File: src/rtl/assert_macros.svh
// assertion helpers for the rtl
`ifndef ASSERT_MACROS_SVH
`define ASSERT_MACROS_SVH

// consequent checked in the same cycle
`define PMPC_ASSERT_NOW(label, clk, rst_n, ante, cons, msg) \
    label: assert property (@(posedge clk) disable iff (!(rst_n)) (ante) |-> (cons)) \
        else $error(msg);

// consequent checked in the cycle after the antecedent
`define PMPC_ASSERT_NEXT(label, clk, rst_n, ante, cons, msg) \
    label: assert property (@(posedge clk) disable iff (!(rst_n)) (ante) |=> (cons)) \
        else $error(msg);

// consequent checked after a delay from the antecedent
`define PMPC_ASSERT_TWO(label, clk, rst_n, ante, cons, msg) \
    label: assert property (@(posedge clk) disable iff (!(rst_n)) (ante) |-> ##2 (cons)) \
        else $error(msg);

`endif

File: src/rtl/pmpc_pkg.sv
package pmpc_pkg;

    localparam int MAX_BLOCKS_DEF = 1024;

    localparam int CMD_W      = 2;
    localparam int IDX_W      = 10;
    localparam int PERM_W     = 16;
    localparam int MASK_W     = 64;
    localparam int BC_W       = 11;
    localparam int IC_W       = 16;
    localparam int CFG_IDX_W  = 1;
    localparam int CFG_DATA_W = 16;

    localparam logic [CMD_W-1:0] CMD_LOAD = 2'd0;
    localparam logic [CMD_W-1:0] CMD_RUN  = 2'd1;
    localparam logic [CMD_W-1:0] CMD_READ = 2'd2;

    localparam logic [CMD_W-1:0] KIND_LOAD = 2'd0;
    localparam logic [CMD_W-1:0] KIND_RUN  = 2'd1;
    localparam logic [CMD_W-1:0] KIND_READ = 2'd2;

    localparam logic [CFG_IDX_W-1:0] CFG_BLOCK_COUNT = 1'd0;
    localparam logic [CFG_IDX_W-1:0] CFG_ITER_COUNT  = 1'd1;

    localparam logic [BC_W-1:0] BC_RESET = 11'd1024;
    localparam logic [IC_W-1:0] IC_RESET = 16'd1;

    typedef struct packed {
        logic base;
        logic cur;
        logic nxt;
    } t_tbl_we;

    typedef struct packed {
        logic busy;
        logic running;
    } t_seq_status;

endpackage

File: src/rtl/pmpc_in_if.sv
interface pmpc_in_if;
    logic                          valid;
    logic                          ready;
    logic [pmpc_pkg::CMD_W-1:0]    cmd;
    logic [pmpc_pkg::IDX_W-1:0]    index;
    logic [pmpc_pkg::PERM_W-1:0]   perm_value;
    logic [pmpc_pkg::MASK_W-1:0]   mask_value;

    modport source (output valid, cmd, index, perm_value, mask_value, input ready);
    modport sink   (input valid, cmd, index, perm_value, mask_value, output ready);
endinterface

File: src/rtl/pmpc_out_if.sv
interface pmpc_out_if;
    logic                          valid;
    logic                          ready;
    logic [pmpc_pkg::CMD_W-1:0]    kind;
    logic [pmpc_pkg::PERM_W-1:0]   perm_result;
    logic [pmpc_pkg::MASK_W-1:0]   mask_result;

    modport source (output valid, kind, perm_result, mask_result, input ready);
    modport sink   (input valid, kind, perm_result, mask_result, output ready);
endinterface

File: src/rtl/pmpc_seq.sv
module pmpc_seq #(
    parameter int MAX_BLOCKS = pmpc_pkg::MAX_BLOCKS_DEF,
    parameter int AW         = (MAX_BLOCKS > 1) ? $clog2(MAX_BLOCKS) : 1
) (
    input  logic                            i_clk,
    input  logic                            i_rst_n,
    input  logic                            i_cfg_we,
    input  logic [pmpc_pkg::CFG_IDX_W-1:0]  i_cfg_idx,
    input  logic [pmpc_pkg::CFG_DATA_W-1:0] i_cfg_data,
    pmpc_in_if.sink                         i_in,
    pmpc_out_if.source                      o_out,
    output pmpc_pkg::t_tbl_we               o_we,
    output logic [AW-1:0]                   o_waddr,
    output logic [pmpc_pkg::PERM_W-1:0]     o_wperm,
    output logic [pmpc_pkg::MASK_W-1:0]     o_wmask,
    output logic [AW-1:0]                   o_bp_raddr,
    output logic [AW-1:0]                   o_bm_raddr,
    output logic [AW-1:0]                   o_cp_raddr,
    output logic [AW-1:0]                   o_cm_raddr,
    output logic [AW-1:0]                   o_nx_raddr,
    input  logic [pmpc_pkg::PERM_W-1:0]     i_bp_rdata,
    input  logic [pmpc_pkg::MASK_W-1:0]     i_bm_rdata,
    input  logic [pmpc_pkg::PERM_W-1:0]     i_cp_rdata,
    input  logic [pmpc_pkg::MASK_W-1:0]     i_cm_rdata,
    input  logic [pmpc_pkg::PERM_W-1:0]     i_np_rdata,
    input  logic [pmpc_pkg::MASK_W-1:0]     i_nm_rdata,
    output pmpc_pkg::t_seq_status           o_status
);

    localparam int NW = $clog2(MAX_BLOCKS + 1);
    localparam int SW = 4;

    localparam logic [SW-1:0] ST_IDLE  = 4'd0;
    localparam logic [SW-1:0] ST_READ  = 4'd1;
    localparam logic [SW-1:0] ST_CP_RD = 4'd2;
    localparam logic [SW-1:0] ST_CP_WR = 4'd3;
    localparam logic [SW-1:0] ST_A     = 4'd4;
    localparam logic [SW-1:0] ST_B     = 4'd5;
    localparam logic [SW-1:0] ST_C     = 4'd6;
    localparam logic [SW-1:0] ST_CB_RD = 4'd7;
    localparam logic [SW-1:0] ST_CB_WR = 4'd8;
    localparam logic [SW-1:0] ST_DONE  = 4'd9;

    logic [SW-1:0]                   r_state, n_state;
    logic [NW-1:0]                   r_i, n_i;
    logic [NW-1:0]                   r_n, n_n;
    logic [pmpc_pkg::IC_W-1:0]       r_step, n_step;
    logic                            r_changed, n_changed;
    logic                            r_rd_oor, n_rd_oor;
    logic [pmpc_pkg::PERM_W-1:0]     r_p, n_p;
    logic [pmpc_pkg::MASK_W-1:0]     r_cm_i, n_cm_i;
    logic [pmpc_pkg::BC_W-1:0]       r_bc;
    logic [pmpc_pkg::IC_W-1:0]       r_ic;
    logic                            r_out_valid;
    logic [pmpc_pkg::CMD_W-1:0]      r_out_kind, n_out_kind;
    logic [pmpc_pkg::PERM_W-1:0]     r_out_perm, n_out_perm;
    logic [pmpc_pkg::MASK_W-1:0]     r_out_mask, n_out_mask;

    logic                            out_free;
    logic                            out_load;
    logic                            in_fire;
    logic                            idx_ok;
    logic [NW-1:0]                   run_n;
    logic [NW-1:0]                   i_inc;
    logic                            i_last;
    logic [AW-1:0]                   i_addr;
    logic                            p_ok;
    logic [pmpc_pkg::PERM_W-1:0]     nx_perm;
    logic [pmpc_pkg::MASK_W-1:0]     nx_mask;
    logic                            diff;
    logic [pmpc_pkg::IC_W:0]         step_inc;

    assign out_free  = !r_out_valid || o_out.ready;
    assign i_in.ready = (r_state == ST_IDLE) && out_free;
    assign in_fire   = i_in.valid && i_in.ready;
    assign idx_ok    = 32'(i_in.index) < 32'(MAX_BLOCKS);
    assign run_n     = (32'(r_bc) > 32'(MAX_BLOCKS)) ? NW'(MAX_BLOCKS) : NW'(r_bc);
    assign i_inc     = r_i + NW'(1);
    assign i_last    = (i_inc == r_n);
    assign i_addr    = r_i[AW-1:0];
    assign p_ok      = 32'(r_p) < 32'(r_n);
    assign nx_perm   = p_ok ? i_bp_rdata : pmpc_pkg::PERM_W'(r_i);
    assign nx_mask   = p_ok ? (i_cm_rdata ^ i_bm_rdata) : r_cm_i;
    assign diff      = (nx_perm != r_p) || (nx_mask != r_cm_i);
    assign step_inc  = {1'b0, r_step} + (pmpc_pkg::IC_W+1)'(1);

    always_comb begin
        n_state    = r_state;
        n_i        = r_i;
        n_n        = r_n;
        n_step     = r_step;
        n_changed  = r_changed;
        n_rd_oor   = r_rd_oor;
        n_p        = r_p;
        n_cm_i     = r_cm_i;
        out_load   = 1'b0;
        n_out_kind = r_out_kind;
        n_out_perm = '0;
        n_out_mask = '0;
        o_we       = '0;
        o_waddr    = i_addr;
        o_wperm    = i_bp_rdata;
        o_wmask    = i_bm_rdata;
        o_bp_raddr = i_addr;
        o_bm_raddr = i_addr;
        o_cp_raddr = i_addr;
        o_cm_raddr = i_addr;
        o_nx_raddr = i_addr;

        unique case (r_state)
            ST_IDLE: begin
                if (in_fire) begin
                    unique case (i_in.cmd)
                        pmpc_pkg::CMD_LOAD: begin
                            o_we.base  = idx_ok;
                            o_waddr    = AW'(i_in.index);
                            o_wperm    = i_in.perm_value;
                            o_wmask    = i_in.mask_value;
                            out_load   = 1'b1;
                            n_out_kind = pmpc_pkg::KIND_LOAD;
                        end
                        pmpc_pkg::CMD_RUN: begin
                            n_n = run_n;
                            n_i = '0;
                            if (run_n == '0) begin
                                out_load   = 1'b1;
                                n_out_kind = pmpc_pkg::KIND_RUN;
                            end else begin
                                n_state = ST_CP_RD;
                            end
                        end
                        pmpc_pkg::CMD_READ: begin
                            o_cp_raddr = AW'(i_in.index);
                            o_cm_raddr = AW'(i_in.index);
                            n_rd_oor   = !idx_ok;
                            n_state    = ST_READ;
                        end
                        default: begin
                        end
                    endcase
                end
            end
            ST_READ: begin
                if (out_free) begin
                    out_load   = 1'b1;
                    n_out_kind = pmpc_pkg::KIND_READ;
                    n_out_perm = r_rd_oor ? '0 : i_cp_rdata;
                    n_out_mask = r_rd_oor ? '0 : i_cm_rdata;
                    n_state    = ST_IDLE;
                end
            end
            ST_CP_RD: begin
                n_state = ST_CP_WR;
            end
            ST_CP_WR: begin
                o_we.cur = 1'b1;
                n_i      = i_inc;
                n_state  = ST_CP_RD;
                if (i_last) begin
                    n_i       = '0;
                    n_step    = pmpc_pkg::IC_W'(1);
                    n_changed = 1'b0;
                    n_state   = (r_ic <= pmpc_pkg::IC_W'(1)) ? ST_DONE : ST_A;
                end
            end
            ST_A: begin
                n_state = ST_B;
            end
            ST_B: begin
                n_p        = i_cp_rdata;
                n_cm_i     = i_cm_rdata;
                o_bp_raddr = AW'(i_cp_rdata);
                o_cm_raddr = AW'(i_cp_rdata);
                n_state    = ST_C;
            end
            ST_C: begin
                o_we.nxt  = 1'b1;
                o_wperm   = nx_perm;
                o_wmask   = nx_mask;
                n_changed = r_changed | diff;
                n_i       = i_inc;
                n_state   = ST_A;
                if (i_last) begin
                    n_i     = '0;
                    n_state = (r_changed | diff) ? ST_CB_RD : ST_DONE;
                end
            end
            ST_CB_RD: begin
                n_state = ST_CB_WR;
            end
            ST_CB_WR: begin
                o_we.cur = 1'b1;
                o_wperm  = i_np_rdata;
                o_wmask  = i_nm_rdata;
                n_i      = i_inc;
                n_state  = ST_CB_RD;
                if (i_last) begin
                    n_i       = '0;
                    n_step    = step_inc[pmpc_pkg::IC_W-1:0];
                    n_changed = 1'b0;
                    n_state   = (step_inc >= {1'b0, r_ic}) ? ST_DONE : ST_A;
                end
            end
            ST_DONE: begin
                if (out_free) begin
                    out_load   = 1'b1;
                    n_out_kind = pmpc_pkg::KIND_RUN;
                    n_state    = ST_IDLE;
                end
            end
            default: begin
                n_state = ST_IDLE;
            end
        endcase
    end

    always_ff @(posedge i_clk) begin
        if (!i_rst_n) begin
            r_state     <= ST_IDLE;
            r_out_valid <= 1'b0;
            r_bc        <= pmpc_pkg::BC_RESET;
            r_ic        <= pmpc_pkg::IC_RESET;
        end else begin
            r_state <= n_state;
            if (out_load) begin
                r_out_valid <= 1'b1;
            end else if (o_out.ready) begin
                r_out_valid <= 1'b0;
            end
            if (i_cfg_we) begin
                unique case (i_cfg_idx)
                    pmpc_pkg::CFG_BLOCK_COUNT: r_bc <= i_cfg_data[pmpc_pkg::BC_W-1:0];
                    pmpc_pkg::CFG_ITER_COUNT:  r_ic <= i_cfg_data;
                    default: begin
                    end
                endcase
            end
        end
    end

    always_ff @(posedge i_clk) begin
        r_i       <= n_i;
        r_n       <= n_n;
        r_step    <= n_step;
        r_changed <= n_changed;
        r_rd_oor  <= n_rd_oor;
        r_p       <= n_p;
        r_cm_i    <= n_cm_i;
        if (out_load) begin
            r_out_kind <= n_out_kind;
            r_out_perm <= n_out_perm;
            r_out_mask <= n_out_mask;
        end
    end

    assign o_out.valid       = r_out_valid;
    assign o_out.kind        = r_out_kind;
    assign o_out.perm_result = r_out_perm;
    assign o_out.mask_result = r_out_mask;

    assign o_status.busy    = (r_state != ST_IDLE);
    assign o_status.running = (r_state != ST_IDLE) && (r_state != ST_READ);

endmodule

File: src/flat_wrapper.sv
// flat-port wrapper written by rule: the top's interface ports become plain ports
module pmpc_seq_flat 
#(
    parameter int MAX_BLOCKS = pmpc_pkg::MAX_BLOCKS_DEF,
    parameter int AW         = (MAX_BLOCKS > 1) ? $clog2(MAX_BLOCKS) : 1
)
  (i_clk, i_rst_n, i_cfg_we, i_cfg_idx, i_cfg_data, o_we, o_waddr, o_wperm, o_wmask, o_bp_raddr, o_bm_raddr, o_cp_raddr, o_cm_raddr, o_nx_raddr, i_bp_rdata, i_bm_rdata, i_cp_rdata, i_cm_rdata, i_np_rdata, i_nm_rdata, o_status, i_in_valid, i_in_cmd, i_in_index, i_in_perm_value, i_in_mask_value, i_in_ready, o_out_valid, o_out_kind, o_out_perm_result, o_out_mask_result, o_out_ready);
  pmpc_in_if i_in_i ();
  pmpc_out_if o_out_i ();
  input  logic i_clk;
  input  logic i_rst_n;
  input  logic i_cfg_we;
  input  logic [pmpc_pkg::CFG_IDX_W-1:0] i_cfg_idx;
  input  logic [pmpc_pkg::CFG_DATA_W-1:0] i_cfg_data;
  output pmpc_pkg::t_tbl_we o_we;
  output logic [AW-1:0] o_waddr;
  output logic [pmpc_pkg::PERM_W-1:0] o_wperm;
  output logic [pmpc_pkg::MASK_W-1:0] o_wmask;
  output logic [AW-1:0] o_bp_raddr;
  output logic [AW-1:0] o_bm_raddr;
  output logic [AW-1:0] o_cp_raddr;
  output logic [AW-1:0] o_cm_raddr;
  output logic [AW-1:0] o_nx_raddr;
  input  logic [pmpc_pkg::PERM_W-1:0] i_bp_rdata;
  input  logic [pmpc_pkg::MASK_W-1:0] i_bm_rdata;
  input  logic [pmpc_pkg::PERM_W-1:0] i_cp_rdata;
  input  logic [pmpc_pkg::MASK_W-1:0] i_cm_rdata;
  input  logic [pmpc_pkg::PERM_W-1:0] i_np_rdata;
  input  logic [pmpc_pkg::MASK_W-1:0] i_nm_rdata;
  output pmpc_pkg::t_seq_status o_status;
  input wire logic [$bits(i_in_i.valid)-1:0] i_in_valid;
  input wire logic [$bits(i_in_i.cmd)-1:0] i_in_cmd;
  input wire logic [$bits(i_in_i.index)-1:0] i_in_index;
  input wire logic [$bits(i_in_i.perm_value)-1:0] i_in_perm_value;
  input wire logic [$bits(i_in_i.mask_value)-1:0] i_in_mask_value;
  output wire logic [$bits(i_in_i.ready)-1:0] i_in_ready;
  output wire logic [$bits(o_out_i.valid)-1:0] o_out_valid;
  output wire logic [$bits(o_out_i.kind)-1:0] o_out_kind;
  output wire logic [$bits(o_out_i.perm_result)-1:0] o_out_perm_result;
  output wire logic [$bits(o_out_i.mask_result)-1:0] o_out_mask_result;
  input wire logic [$bits(o_out_i.ready)-1:0] o_out_ready;
  assign i_in_i.valid = i_in_valid;
  assign i_in_i.cmd = i_in_cmd;
  assign i_in_i.index = i_in_index;
  assign i_in_i.perm_value = i_in_perm_value;
  assign i_in_i.mask_value = i_in_mask_value;
  assign i_in_ready = i_in_i.ready;
  assign o_out_valid = o_out_i.valid;
  assign o_out_kind = o_out_i.kind;
  assign o_out_perm_result = o_out_i.perm_result;
  assign o_out_mask_result = o_out_i.mask_result;
  assign o_out_i.ready = o_out_ready;
  pmpc_seq #(.MAX_BLOCKS(MAX_BLOCKS), .AW(AW)) u_core (.i_clk(i_clk), .i_rst_n(i_rst_n), .i_cfg_we(i_cfg_we), .i_cfg_idx(i_cfg_idx), .i_cfg_data(i_cfg_data), .i_in(i_in_i), .o_out(o_out_i), .o_we(o_we), .o_waddr(o_waddr), .o_wperm(o_wperm), .o_wmask(o_wmask), .o_bp_raddr(o_bp_raddr), .o_bm_raddr(o_bm_raddr), .o_cp_raddr(o_cp_raddr), .o_cm_raddr(o_cm_raddr), .o_nx_raddr(o_nx_raddr), .i_bp_rdata(i_bp_rdata), .i_bm_rdata(i_bm_rdata), .i_cp_rdata(i_cp_rdata), .i_cm_rdata(i_cm_rdata), .i_np_rdata(i_np_rdata), .i_nm_rdata(i_nm_rdata), .o_status(o_status));
endmodule
File: config.mk
export PLATFORM = sky130hd
export DESIGN_NAME = pmpc_seq_flat
export DESIGN_NICKNAME = d
export VERILOG_FILES = /design/src/rtl/assert_macros.svh /design/src/rtl/pmpc_pkg.sv /design/src/rtl/pmpc_in_if.sv /design/src/rtl/pmpc_out_if.sv /design/src/rtl/pmpc_seq.sv /design/src/flat_wrapper.sv
export SDC_FILE = /design/constraint.sdc
export NUM_CORES = 1
export LEC_CHECK = 0
export CAP_MARGIN = 20
export CORE_AREA = 2 2 228 230
export DETAILED_ROUTE_END_ITERATION = 10
export DIE_AREA = 0 0 230 232
export DONT_BUFFER_PORTS = 1
export GPL_TIMING_DRIVEN = 0
export MAX_ROUTING_LAYER = met4
export PLACE_DENSITY = 0.46
export SLEW_MARGIN = 20
export SYNTH_ARGS = -nofsm -noshare
export SYNTH_HDL_FRONTEND = slang
export SYNTH_SLANG_ARGS = --single-unit
File: constraint.sdc
create_clock -name i_clk -period 5.2 [get_ports i_clk]
set_input_delay 0.52 -clock i_clk [delete_from_list [all_inputs] [get_ports i_clk]]
set_output_delay 0.52 -clock i_clk [all_outputs]
set_load 0.005 [all_outputs]
==> metrics.txt <==
most frequent cells after synthesis edfxtp_1 (201), nand2_1 (138), xnor2_1 (133), nor2_1 (111), and2_1 (98); port bufs 0; Synth-to-Final Area Change 13.8%; synthesized area 14200 sq um; layout cell share with drive strength beyond 1 6.99%; GP Congestion 0.920; Critical Path RT 4.68 ns; async set-or-reset flop fraction in the synthesized netlist 0%; register area share after synthesis 47.0%; Max Cap Viol 0; DR pass1 iterations 11; RSZ-0062 raised after global routing no; CTS tree yes; WS Path Type reg -> out; DP Area 15200 sq um; Detailed Route WL 63000 microns; P_leak 0.00543 uW; failing checks design-rule violations; Int Power 3470 uW; Vias/cell 5.39; Initial Utilization 27.9%; slowest cell on the critical path clkbuf_1; met2 usage 38.3%; Core ar. 50900 sq um; Power Density 296 nW/um^2; top-area cell type share of the netlist area 42.5%; clk root buf clkbuf_16; sequential share of power 43.8%; vias 11800; top_reg_cell synth edfxtp_1; FF-to-FF Start u_core.r_state[0]; maximum VDD drop 223 uV; Post-DP HPWL 50300 microns; Hold EP u_core.r_cm_i[35]; Hold Path Class in -> reg; Clk pwr share 41.5%; worst hold path startpoint i_cm_rdata[35]; Post-Synthesis Cells 1438; FP Rows 83; most instantiated library cell after synthesis edfxtp_1; DIE HEIGHT 232 microns; die width 230 microns; Finish-stage setup viols 0; slowest stage delay, CP 0.89 ns; sw power 1320 uW; CP startpoint kind register; residual DRC count 4; Combinational Power Share 14.6%; # clock sinks 233; r2r setup slk 1.48 ns; Overflow after GRT 0; Hold Crit Depth 0; synth unique cells 75; vias in the first global route 11500; status finished with violations; total power 4790 uW; initial antenna violation count 4; reg2reg path depth 8; worst-path fanout max 10; Post-Syn Area per Cell 9.88 sq um; worst-path cell chain nor2_1, nand2_1, nor2_1, clkbuf_1, buf_1, a222oi_1, o21ai_1; DR iter-0 viols 1180; number of synthesis warnings 0; synth top area cells edfxtp_1 (42%), xnor2_1 (8.2%), a222oi_1 (5.2%); Final Core Density 31.8%; Post-synth EDFFs 201; Max-slew headroom 25.7%; Sw Ratio 27.6%; busiest grt layer met2; CTS buffer count 29; Worst Setup End Kind primary output; die area 53400 sq um; Post-Synthesis Net Count 1823; reg2reg end u_core.o_out.mask_result[60]; routing usage on met1 27.0%; critical path data arrival time 4.41 ns; #FFs+latches synth 233; post-detailed-route count of antenna-violating nets 0; crit share post-route 94.9%; largest net degree at the start of global routing 49; Final Skew 0.0236 ns; Design Area, Final 16200 sq um; clock insertion delay at the later pin of the skew report 0.57 ns; M3 GR Usage 5.60%; post-route setup TNS 0 ns; wire per inst 28.8 microns; worst-case clock buffer depth 3; GRT Overall Usage 23.1%; Fmax achieved 203 MHz; most used cell along the critical path nor2_1; Worst-Margin Slew 1.11 ns; H-Tree Depth 1; Setup Fix Bufs, Post-CTS 0; nets@finish 1866; wire length of the first global-routing pass 85800 microns; final hold vios 0; post-synth top area cell edfxtp_1; I/O pins 583; clock slew at reported path FFs 0.06 ns; post-route minimum period 4.93 ns; max-slew violations 0
critical path: cells and delay by family, from the launching register on:
| kind | cells | cell delay, ns |
|---|---|---|
| buffers and inverters | 2 | 1.66 |
| AOI/OAI and AO/OA | 2 | 0.79 |
| and+or+nand+nor | 3 | 1.04 |
| DFF | 1 | 0.35 |
routing by layer:
metal | vias up | wire, microns | share of wire, %
met2 | 613 | 30300 | 48
met1 | 5738 | 24500 | 39
met5 | - | 0 | 0
li1 | 5322 | - | -
met4 | 0 | 2990 | 4.7
met3 | 115 | 5180 | 8.2
power groups by stage:
stage / clock (uW) / sequential (uW) / combinational, uW
after CTS: 2050 / 2100 / 711
final: 1990 / 2100 / 702
after floorplan: 0 / 2130 / 474
after global placement: 0 / 2150 / 691
after detailed placement: 0 / 2140 / 701
after global routing: 2120 / 2100 / 759
cell families after synthesis:
| family | Yosys count | share of synthesized area, % |
|---|---|---|
| XOR/XNOR | 169 | 11.0 |
| flip-flops | 233 | 47.0 |
| buffers and inverters | 163 | 5.06 |
| AO/OA/AOI/OAI | 351 | 16.7 |
| AND/OR/NAND/NOR | 477 | 16.5 |
| adder cells (fa/ha/maj) | 31 | 2.73 |
| multiplexers | 14 | 1.03 |
state kept, by name (all words and copies together), names as in the netlist:
signal,flops
u_core.r_ic,16
u_core.r_n,11
u_core.r_p,16
u_core.o_out.perm_result,16
u_core.r_changed,1
u_core.r_state,4
u_core.r_i,11
u_core.r_cm_i,64
u_core.o_out.valid,1
u_core.o_out.mask_result,64
u_core.r_step,16
u_core.r_bc,11
u_core.o_out.kind,2
cells in the final DEF (no fill, tap or decap), types with 7 or more instances in the layout:
| cell | count |
|---|---|
| edfxtp_1 | 201 |
| nand2_1 | 138 |
| xnor2_1 | 133 |
| nor2_1 | 110 |
| and2_1 | 98 |
| a21oi_1 | 92 |
| o21ai_1 | 78 |
| clkbuf_1 | 77 |
| a222oi_1 | 74 |
| inv_1 | 46 |
| dfxtp_1 | 32 |
| ha_1 | 31 |
| clkbuf_16 | 31 |
| nand3_1 | 30 |
| xor2_1 | 30 |
| o21ai_0 | 28 |
| a21boi_0 | 25 |
| buf_4 | 23 |
| nor4_1 | 21 |
| nor2b_1 | 18 |
| nand4_1 | 14 |
| nor3_1 | 12 |
| o21a_1 | 11 |
| mux2i_1 | 9 |
| dlygate4sd3_1 | 9 |
| buf_2 | 7 |
per-stage QoR:
stage | instances | hold WS (ns) | worst slack, ns
global placement | 2118 | 0.467 | -2.00
finish | 2186 | 0.0395 | 0.267
detailed placement | 2122 | 0.471 | 0.540
floorplan | 1438 | 0.439 | 0.802
global route | 2186 | 0.00863 | 0.112
CTS | 2184 | 0.000835 | 0.126
timing repair:
item                       CTS  global route
hold endpoints to repair     9             0
cloned                       0             0
gates resized for setup      1             1
setup endpoints to repair    3             3
hold buffers                 9             0
pin swaps                    0             1
how the worst max path moves through the flow:
stage / startpoint / depth (start not counted) / endpoint
3_5_place_dp: u_core.r_state[0] / 10 / o_wmask[3]
5_1_grt: u_core.r_state[0] / 10 / o_wmask[3]
2_1_floorplan: u_core.r_state[2] / 7 / o_cm_raddr[1]
3_3_place_gp: u_core.r_state[2] / 6 / o_bp_raddr[2]
6_report: u_core.r_state[2] / 7 / o_wmask[3]
4_1_cts: u_core.r_state[2] / 7 / o_wmask[4]
final cells by class:
class / instances / area, sq um
diodes: 3 / 7.51
plain buffers: 109 / 519
clock buffers: 41 / 853
clock inverters: 12 / 65.1
fillers: 5277 / 34700
inverters: 53 / 201
multi-input cells: 1042 / 6840
flip-flops and latches: 233 / 6680
well taps: 680 / 851
repair buffers: 13 / 160
Power figures use the tool's default switching activity.
